<file path="config.mk">
export PLATFORM = sky130hd
export DESIGN_NAME = command_frame_receiver
export DESIGN_NICKNAME = d
export VERILOG_FILES = /design/src/sv/cfr_pkg.sv /design/src/sv/cfr_parse.sv /design/src/sv/cfr_skid.sv /design/src/sv/command_frame_receiver.sv
export SDC_FILE = /design/constraint.sdc
export NUM_CORES = 1
export LEC_CHECK = 0
export BUFFER_PORTS_ARGS = -buffer_cell sky130_fd_sc_hd__buf_2
export CORE_MARGIN = 2
export CORE_UTILIZATION = 60
export CTS_BUF_LIST = sky130_fd_sc_hd__clkbuf_16
export DETAILED_ROUTE_END_ITERATION = 10
export PLACE_DENSITY_LB_ADDON = 0.25
export SYNTH_ARGS = -nofsm -noshare
export SYNTH_HDL_FRONTEND = slang
export SYNTH_SLANG_ARGS = --single-unit
</file>
<file path="constraint.sdc">
create_clock -name clock -period 10.2 [get_ports clock]
set_clock_uncertainty 0.2 [all_clocks]
set_input_delay 0.51 -clock clock [delete_from_list [all_inputs] [get_ports clock]]
set_output_delay 0.51 -clock clock [all_outputs]
set_load 0.01 [all_outputs]
</file>
<file path="src/sv/cfr_pkg.sv">
// Shared types and constants for the command frame receiver.
// No dependencies; imported by every module of the block.
package cfr_pkg;

   localparam int unsigned BYTE_W   = 8;
   localparam int unsigned COUNT_W  = 32;
   localparam int unsigned FLAGS_W  = 6;
   localparam int unsigned CMD_W    = 3;

   // Header layout
   localparam logic [BYTE_W-1:0] POS_FLAGS  = 8'd4;
   localparam logic [BYTE_W-1:0] POS_LENGTH = 8'd5;
   localparam logic [BYTE_W-1:0] MIN_LENGTH = 8'd7;

   // Flag byte bit positions
   localparam int unsigned FLAG_SLEEP  = 0;
   localparam int unsigned FLAG_STATUS = 1;
   localparam int unsigned FLAG_DRIVE  = 2;
   localparam int unsigned FLAG_CLAW   = 3;
   localparam int unsigned FLAG_ARM    = 4;
   localparam int unsigned FLAG_ACK    = 5;

   typedef enum logic [CMD_W-1:0] {
      CMD_NONE  = 3'd0,
      CMD_SLEEP = 3'd1,
      CMD_DRIVE = 3'd2,
      CMD_CLAW  = 3'd3,
      CMD_ARM   = 3'd4
   } cmd_type;

   typedef struct packed {
      logic               body_valid;
      logic [BYTE_W-1:0]  body_byte;
      logic               frame_end;
      logic [COUNT_W-1:0] packet_count;
      logic [CMD_W-1:0]   command;
      logic               status_flag;
      logic               ack_flag;
      logic [BYTE_W-1:0]  frame_length;
      logic               check_ok;
      logic               length_error;
   } result_type;

   function automatic logic [3:0] ones_in_byte(input logic [BYTE_W-1:0] b);
      logic [3:0] n;
      n = '0;
      for (int i = 0; i < BYTE_W; i++) begin
         n = n + {3'b000, b[i]};
      end
      return n;
   endfunction

   function automatic cmd_type decode_command(input logic [FLAGS_W-1:0] f);
      cmd_type c;
      if (f[FLAG_SLEEP]) begin
         c = CMD_SLEEP;
      end else if (f[FLAG_DRIVE]) begin
         c = CMD_DRIVE;
      end else if (f[FLAG_CLAW]) begin
         c = CMD_CLAW;
      end else if (f[FLAG_ARM]) begin
         c = CMD_ARM;
      end else begin
         c = CMD_NONE;
      end
      return c;
   endfunction

endpackage

</file>
<file path="src/sv/cfr_parse.sv">
// Frame parser: header capture, running set-bit count and per-byte result.
// Depends on cfr_pkg.
module cfr_parse import cfr_pkg::*; (
   input  logic              clock,
   input  logic              reset,
   input  logic              fire,
   input  logic [BYTE_W-1:0] data_byte,
   output result_type        result
);

   logic [BYTE_W-1:0]  pos_ff,   pos_in;
   logic [BYTE_W-1:0]  len_ff,   len_in;
   logic [BYTE_W-1:0]  ones_ff,  ones_in;
   logic [COUNT_W-1:0] count_ff, count_in;
   logic [FLAGS_W-1:0] flags_ff, flags_in;

   logic [BYTE_W-1:0]  ones_sum;
   logic [BYTE_W:0]    pos_next;
   logic               is_check;

   assign ones_sum = ones_ff + {4'b0000, ones_in_byte(data_byte)};
   assign pos_next = {1'b0, pos_ff} + 9'd1;
   assign is_check = pos_next >= {1'b0, len_ff};

   always_comb begin
      pos_in   = pos_ff;
      len_in   = len_ff;
      ones_in  = ones_ff;
      count_in = count_ff;
      flags_in = flags_ff;
      result   = '0;

      if (pos_ff < POS_FLAGS) begin
         count_in = {data_byte, count_ff[COUNT_W-1:BYTE_W]};
         ones_in  = ones_sum;
         pos_in   = pos_next[BYTE_W-1:0];
      end else if (pos_ff == POS_FLAGS) begin
         flags_in = data_byte[FLAGS_W-1:0];
         ones_in  = ones_sum;
         pos_in   = pos_next[BYTE_W-1:0];
      end else if (pos_ff == POS_LENGTH) begin
         len_in  = data_byte;
         ones_in = ones_sum;
         if (data_byte < MIN_LENGTH) begin
            // short frame: report right after the header
            result.frame_end    = 1'b1;
            result.packet_count = count_ff;
            result.command      = decode_command(flags_ff);
            result.status_flag  = flags_ff[FLAG_STATUS];
            result.ack_flag     = flags_ff[FLAG_ACK];
            result.frame_length = data_byte;
            result.length_error = 1'b1;
            pos_in  = '0;
            ones_in = '0;
         end else begin
            pos_in = pos_next[BYTE_W-1:0];
         end
      end else if (is_check) begin
         result.frame_end    = 1'b1;
         result.packet_count = count_ff;
         result.command      = decode_command(flags_ff);
         result.status_flag  = flags_ff[FLAG_STATUS];
         result.ack_flag     = flags_ff[FLAG_ACK];
         result.frame_length = len_ff;
         result.check_ok     = (ones_ff == data_byte);
         pos_in  = '0;
         ones_in = '0;
      end else begin
         result.body_valid = 1'b1;
         result.body_byte  = data_byte;
         ones_in = ones_sum;
         pos_in  = pos_next[BYTE_W-1:0];
      end
   end

   always_ff @(posedge clock) begin
      if (reset) begin
         pos_ff   <= '0;
         len_ff   <= '0;
         ones_ff  <= '0;
         count_ff <= '0;
         flags_ff <= '0;
      end else if (fire) begin
         pos_ff   <= pos_in;
         len_ff   <= len_in;
         ones_ff  <= ones_in;
         count_ff <= count_in;
         flags_ff <= flags_in;
      end
   end

endmodule

</file>
<file path="src/sv/cfr_skid.sv">
// Two-entry output stage: result register plus skid entry, registered stall.
// Depends on cfr_pkg.
module cfr_skid import cfr_pkg::*; (
   input  logic       clock,
   input  logic       reset,
   input  logic       in_valid,
   output logic       in_stall,
   input  result_type in_data,
   output logic       out_valid,
   input  logic       out_stall,
   output result_type out_data
);

   logic       main_vld_ff, main_vld_in;
   logic       skid_vld_ff, skid_vld_in;
   result_type main_ff,     main_in;
   result_type skid_ff,     skid_in;
   logic       take;
   logic       put;

   assign in_stall  = skid_vld_ff;
   assign out_valid = main_vld_ff;
   assign out_data  = main_ff;
   assign take      = main_vld_ff && !out_stall;
   assign put       = in_valid && !skid_vld_ff;

   always_comb begin
      main_vld_in = main_vld_ff;
      skid_vld_in = skid_vld_ff;
      main_in     = main_ff;
      skid_in     = skid_ff;
      if (skid_vld_ff) begin
         if (take) begin
            main_in     = skid_ff;
            skid_vld_in = 1'b0;
         end
      end else if (put) begin
         if (!main_vld_ff || take) begin
            main_in     = in_data;
            main_vld_in = 1'b1;
         end else begin
            skid_in     = in_data;
            skid_vld_in = 1'b1;
         end
      end else if (take) begin
         main_vld_in = 1'b0;
      end
   end

   always_ff @(posedge clock) begin
      if (reset) begin
         main_vld_ff <= 1'b0;
         skid_vld_ff <= 1'b0;
      end else begin
         main_vld_ff <= main_vld_in;
         skid_vld_ff <= skid_vld_in;
      end
      main_ff <= main_in;
      skid_ff <= skid_in;
   end

endmodule

</file>
<file path="src/sv/command_frame_receiver.sv">
// Command frame receiver top level: input register, parser, output stage.
// Depends on cfr_pkg, cfr_parse and cfr_skid.
//
// Usage:
//   req_* carries one frame byte per beat; rsp_* returns exactly one result
//   beat per request beat, in order. Frame: 4-byte little-endian packet
//   count, flag byte, length byte L, L-7 body bytes, check byte. Body
//   bytes come back with rsp_body_valid set; the check byte (or the length
//   byte when L < 7, with rsp_length_error) comes back with rsp_frame_end
//   and the summary fields, which are zero on every other beat.
//   Path: request beat into the input register, then parse logic into the
//   output register.
//   Throughput: one byte per cycle while req_stall is low; the parser state
//   updates on each accepted byte, so bytes may arrive back to back.
//   Stall: rsp_stall holds the output register; a skid entry absorbs one
//   more result, after which req_stall rises (from registers only) until
//   the receiver drains it. Nothing is dropped.
//   Reset: synchronous, clears all valids and the parser state; the next
//   byte is taken as byte 0 of a new frame.
module command_frame_receiver import cfr_pkg::*; (
   input  logic               clock,
   input  logic               reset,
   input  logic               req_valid,
   output logic               req_stall,
   input  logic [BYTE_W-1:0]  req_data_byte,
   output logic               rsp_valid,
   input  logic               rsp_stall,
   output logic               rsp_body_valid,
   output logic [BYTE_W-1:0]  rsp_body_byte,
   output logic               rsp_frame_end,
   output logic [COUNT_W-1:0] rsp_packet_count,
   output logic [CMD_W-1:0]   rsp_command,
   output logic               rsp_status_flag,
   output logic               rsp_ack_flag,
   output logic [BYTE_W-1:0]  rsp_frame_length,
   output logic               rsp_check_ok,
   output logic               rsp_length_error
);

   logic              in_vld_ff, in_vld_in;
   logic [BYTE_W-1:0] byte_ff,   byte_in;
   logic              out_full;
   logic              fire;
   logic              req_take;
   result_type        parse_res;
   result_type        rsp_res;

   assign fire      = in_vld_ff && !out_full;
   assign req_stall = in_vld_ff && out_full;
   assign req_take  = req_valid && !req_stall;

   always_comb begin
      in_vld_in = in_vld_ff;
      byte_in   = byte_ff;
      if (req_take) begin
         in_vld_in = 1'b1;
         byte_in   = req_data_byte;
      end else if (fire) begin
         in_vld_in = 1'b0;
      end
   end

   always_ff @(posedge clock) begin
      if (reset) begin
         in_vld_ff <= 1'b0;
      end else begin
         in_vld_ff <= in_vld_in;
      end
      byte_ff <= byte_in;
   end

   cfr_parse u_parse (
      .clock     (clock),
      .reset     (reset),
      .fire      (fire),
      .data_byte (byte_ff),
      .result    (parse_res)
   );

   cfr_skid u_skid (
      .clock     (clock),
      .reset     (reset),
      .in_valid  (fire),
      .in_stall  (out_full),
      .in_data   (parse_res),
      .out_valid (rsp_valid),
      .out_stall (rsp_stall),
      .out_data  (rsp_res)
   );

   assign rsp_body_valid   = rsp_res.body_valid;
   assign rsp_body_byte    = rsp_res.body_byte;
   assign rsp_frame_end    = rsp_res.frame_end;
   assign rsp_packet_count = rsp_res.packet_count;
   assign rsp_command      = rsp_res.command;
   assign rsp_status_flag  = rsp_res.status_flag;
   assign rsp_ack_flag     = rsp_res.ack_flag;
   assign rsp_frame_length = rsp_res.frame_length;
   assign rsp_check_ok     = rsp_res.check_ok;
   assign rsp_length_error = rsp_res.length_error;

endmodule

</file>
==> results_dict.tcl <==
set metrics [dict create \
    status "completed" \
    port_buffers 70 \
    power.density_mw_per_mm2 172 \
    finalSetupViolCount 0 \
    ctsResizeCount 0 \
    global_route.usage.met3 0.0476 \
    ys_warn_count 0 \
    cp-end-kind "flop" \
    crit_buf_inv 1 \
    fin_total_pwr_mw 1.55 \
    final_area_mm2 0.00906 \
    fin_nets 831 \
    combinationalPowerShare 0.066 \
    crit_chain "ha_1, inv_1, fa_1, fa_1, fa_1, fa_1, fa_1, nor2b_1, o21ai_0, and2_1, nor2_1, nand4_1, a31oi_1" \
    peakVddDrop_uv 113 \
    netlist_instances 749 \
    dp_cells 953 \
    layout-drive-gt1-share 0.153 \
    die_x_um 120 \
    drt_wl_total_mm 16.3 \
    avgRoutedWirePerCell_um 16.6 \
    dp_hpwl_mm 10.4 \
    crit_top_cell "fa_1" \
    place_congestion 0.845 \
    core_area_mm2 0.0132 \
    avgSynthCellArea_um2 10.8 \
    p_int_mw 1.21 \
    viasPerCell 5.69 \
    start_kind "flop" \
    clk_pin_slew_ns 0.06 \
    area_growth_pct 11.9 \
    drc 0 \
    critPathRequiredTime_ns 10.34 \
    grt_use_met1 0.329 \
    cts_buffers 17 \
    min_period_over_period 0.432 \
    ys_ff_latch 187 \
    path_class "reg2reg" \
    grt_pass1_vias 5345 \
    hold_buffers 0 \
    pwr-share-clk 0.394 \
    max_slew_margin 0.123 \
    antenna_found_initial 0 \
    path_max_fanout 7 \
    grt-ovfl-total 0 \
    critical-path-slowest-cell "edfxtp_1" \
    leakage_nw 3.56 \
    clk_latency_ns 0.43 \
    dpl_cell_area_mm2 0.00852 \
    crit_family "adder cells" \
    switching_share 0.219 \
    grt_usage 0.239 \
    cts_setup_buffers 0 \
    ios 71 \
    max_freq_ghz 0.227 \
    grt_pass1_wl_mm 26.6 \
    synth-edff-count 122 \
    via_count 5605 \
    seqPwrFrac 0.540 \
    switching_power_uw 341 \
    cts_sinks 187 \
    synth_flop_cell "edfxtp_1" \
    start_util 0.614 \
    root_buffer "clkbuf_16" \
    cts_max_level 4 \
    grt_util_met2 0.376 \
    dr.first_iter.drc_count 609 \
    fin_util 0.687 \
    grt_max_degree 106 \
    yosysSeqAreaShare 0.613 \
    die_h_um 120 \
    holdWs_ns 0.0530 \
    async_reset_ff_frac 0 \
    final.setup.tns_ns 0 \
    netlist_area_mm2 0.00810 \
    die_area_mm2 0.0144 \
    hp-class "in2reg" \
    slew_violations 0 \
    pre_cts_ws_ns 5.89 \
    antenna_cells 0 \
    rows 42 \
    maxCapViolations 0 \
    slowest_delay_ns 0.51 \
    busiest_layer "met2" \
    worstPathArrival_ns 4.55 \
    first_pass_iters 5 \
    syn_nets 784 \
    fin_ws_ns 5.79 \
    min_period_ns 4.41 \
    worstMarginPinSlew_ns 1.31 \
    hold_viol_final 0 \
    layout.cells.non_filler 985 \
    cts_tree "built" \
    clk_path_buf_depth 2 \
    rsz0062_at_grt "false" \
    yosysUniqueCellTypes 53 \
    ant_nets 0 \
]
cell usage after synthesis (15+ instances only):
cell type	count	area, um2
nor2_1	40	150
clkbuf_1	34	128
nand4_1	15	93.8
a21oi_1	48	240
and2_1	15	93.8
nand2_1	127	477
ha_1	18	225
edfxtp_1	122	3660
inv_1	64	240
dfxtp_1	65	1300
o21ai_0	75	375
final cells by class:
class                      instances  area [um2]
clock buffer                      17         425
clock inverter                    15         123
fill                             957        4130
inverter                          64         240
multi-input combinational        452        2710
sequential                       187        4970
tap                              176         220
timing repair buffer              74         380
sequential cells by signal, summed over array words and instances, names as in the netlist:
name	flops
u_skid.skid_ff	57
u_skid.out_valid	1
in_vld_ff	1
u_parse.flags_ff	6
u_parse.pos_ff	8
byte_ff	8
u_parse.ones_ff	8
u_parse.count_ff	32
u_parse.len_ff	8
u_skid.in_stall	1
u_skid.out_data	57
cell families after synthesis:
kind of cell / share of synthesized area
AO/OA/AOI/OAI: 0.105
XOR/XNOR: 0.0173
adder cells (fa/ha/maj): 0.0402
buffers and inverters: 0.0544
flip-flops: 0.613
multiplexers: 0.0368
AND/OR/NAND/NOR: 0.133
path summary, 6_finish.rpt:
kind | from | endpoint | slack, ns | cells past startpoint
max | byte_ff[0]$_DFFE_PP_ | u_parse.ones_ff[4]$_SDFFE_PP0P_ | 5.79 | 13
min | req_data_byte[6] | byte_ff[6]$_DFFE_PP_ | 0.05 | 1
max reg2reg | byte_ff[0]$_DFFE_PP_ | u_parse.ones_ff[4]$_SDFFE_PP0P_ | 5.79 | 13
min reg2reg | u_parse.count_ff[4]$_SDFFE_PP0P_ | u_parse.count_ff[4]$_SDFFE_PP0P_ | 0.26 | 2
layer usage:
metal	vias up	part of all wire
met5	-	0
met4	0	0.023
met3	34	0.059
met2	211	0.47
met1	2684	0.45
li1	2676	-
power groups by stage:
| stage | registers [mW] | logic [mW] | clock network (mW) |
|---|---|---|---|
| final | 0.839 | 0.103 | 0.612 |
| after global routing | 0.841 | 0.116 | 0.647 |
| after CTS | 0.839 | 0.103 | 0.620 |
| after detailed placement | 0.855 | 0.102 | 0 |
| after global placement | 0.854 | 0.0975 | 0 |
| after floorplan | 0.857 | 0.0673 | 0 |
worst register-to-register path: cells and delay by family (launching register included):
family                     cells  cell delay, ns
adders and majority gates      6            2.63
and+or+nand+nor                4            0.61
DFF                            1            0.51
AOI/OAI and AO/OA              2            0.34
buffers and inverters          1            0.05
layout by cell type, fill, tap and decap left out, types with 2 or more instances in the layout:
| cell type | Yosys | final |
|---|---|---|
| a21o_1 | 2 | 2 |
| a21oi_1 | 48 | 47 |
| a31oi_1 | 5 | 5 |
| a32oi_1 | 2 | 2 |
| a41oi_1 | 4 | 4 |
| and2_1 | 15 | 15 |
| buf_2 | 7 | 70 |
| buf_4 | 1 | 4 |
| bufinv_16 | 0 | 2 |
| clkbuf_16 | 0 | 17 |
| dfxtp_1 | 65 | 64 |
| edfxtp_1 | 122 | 122 |
| fa_1 | 5 | 5 |
| ha_1 | 18 | 18 |
| inv_1 | 64 | 73 |
| mux2_2 | 14 | 14 |
| mux2i_1 | 14 | 14 |
| nand2_1 | 127 | 127 |
| nand3_1 | 4 | 4 |
| nand4_1 | 15 | 15 |
| nor2_1 | 40 | 39 |
| nor2_2 | 1 | 2 |
| nor2b_1 | 6 | 6 |
| nor3_1 | 8 | 8 |
| nor3b_1 | 2 | 2 |
| o211ai_1 | 2 | 2 |
| o21ai_0 | 75 | 75 |
| o31ai_1 | 6 | 6 |
| o41ai_1 | 2 | 2 |
| xnor2_1 | 12 | 12 |
| xor2_1 | 4 | 4 |
Note: power is estimated with default switching activity, not from simulation.
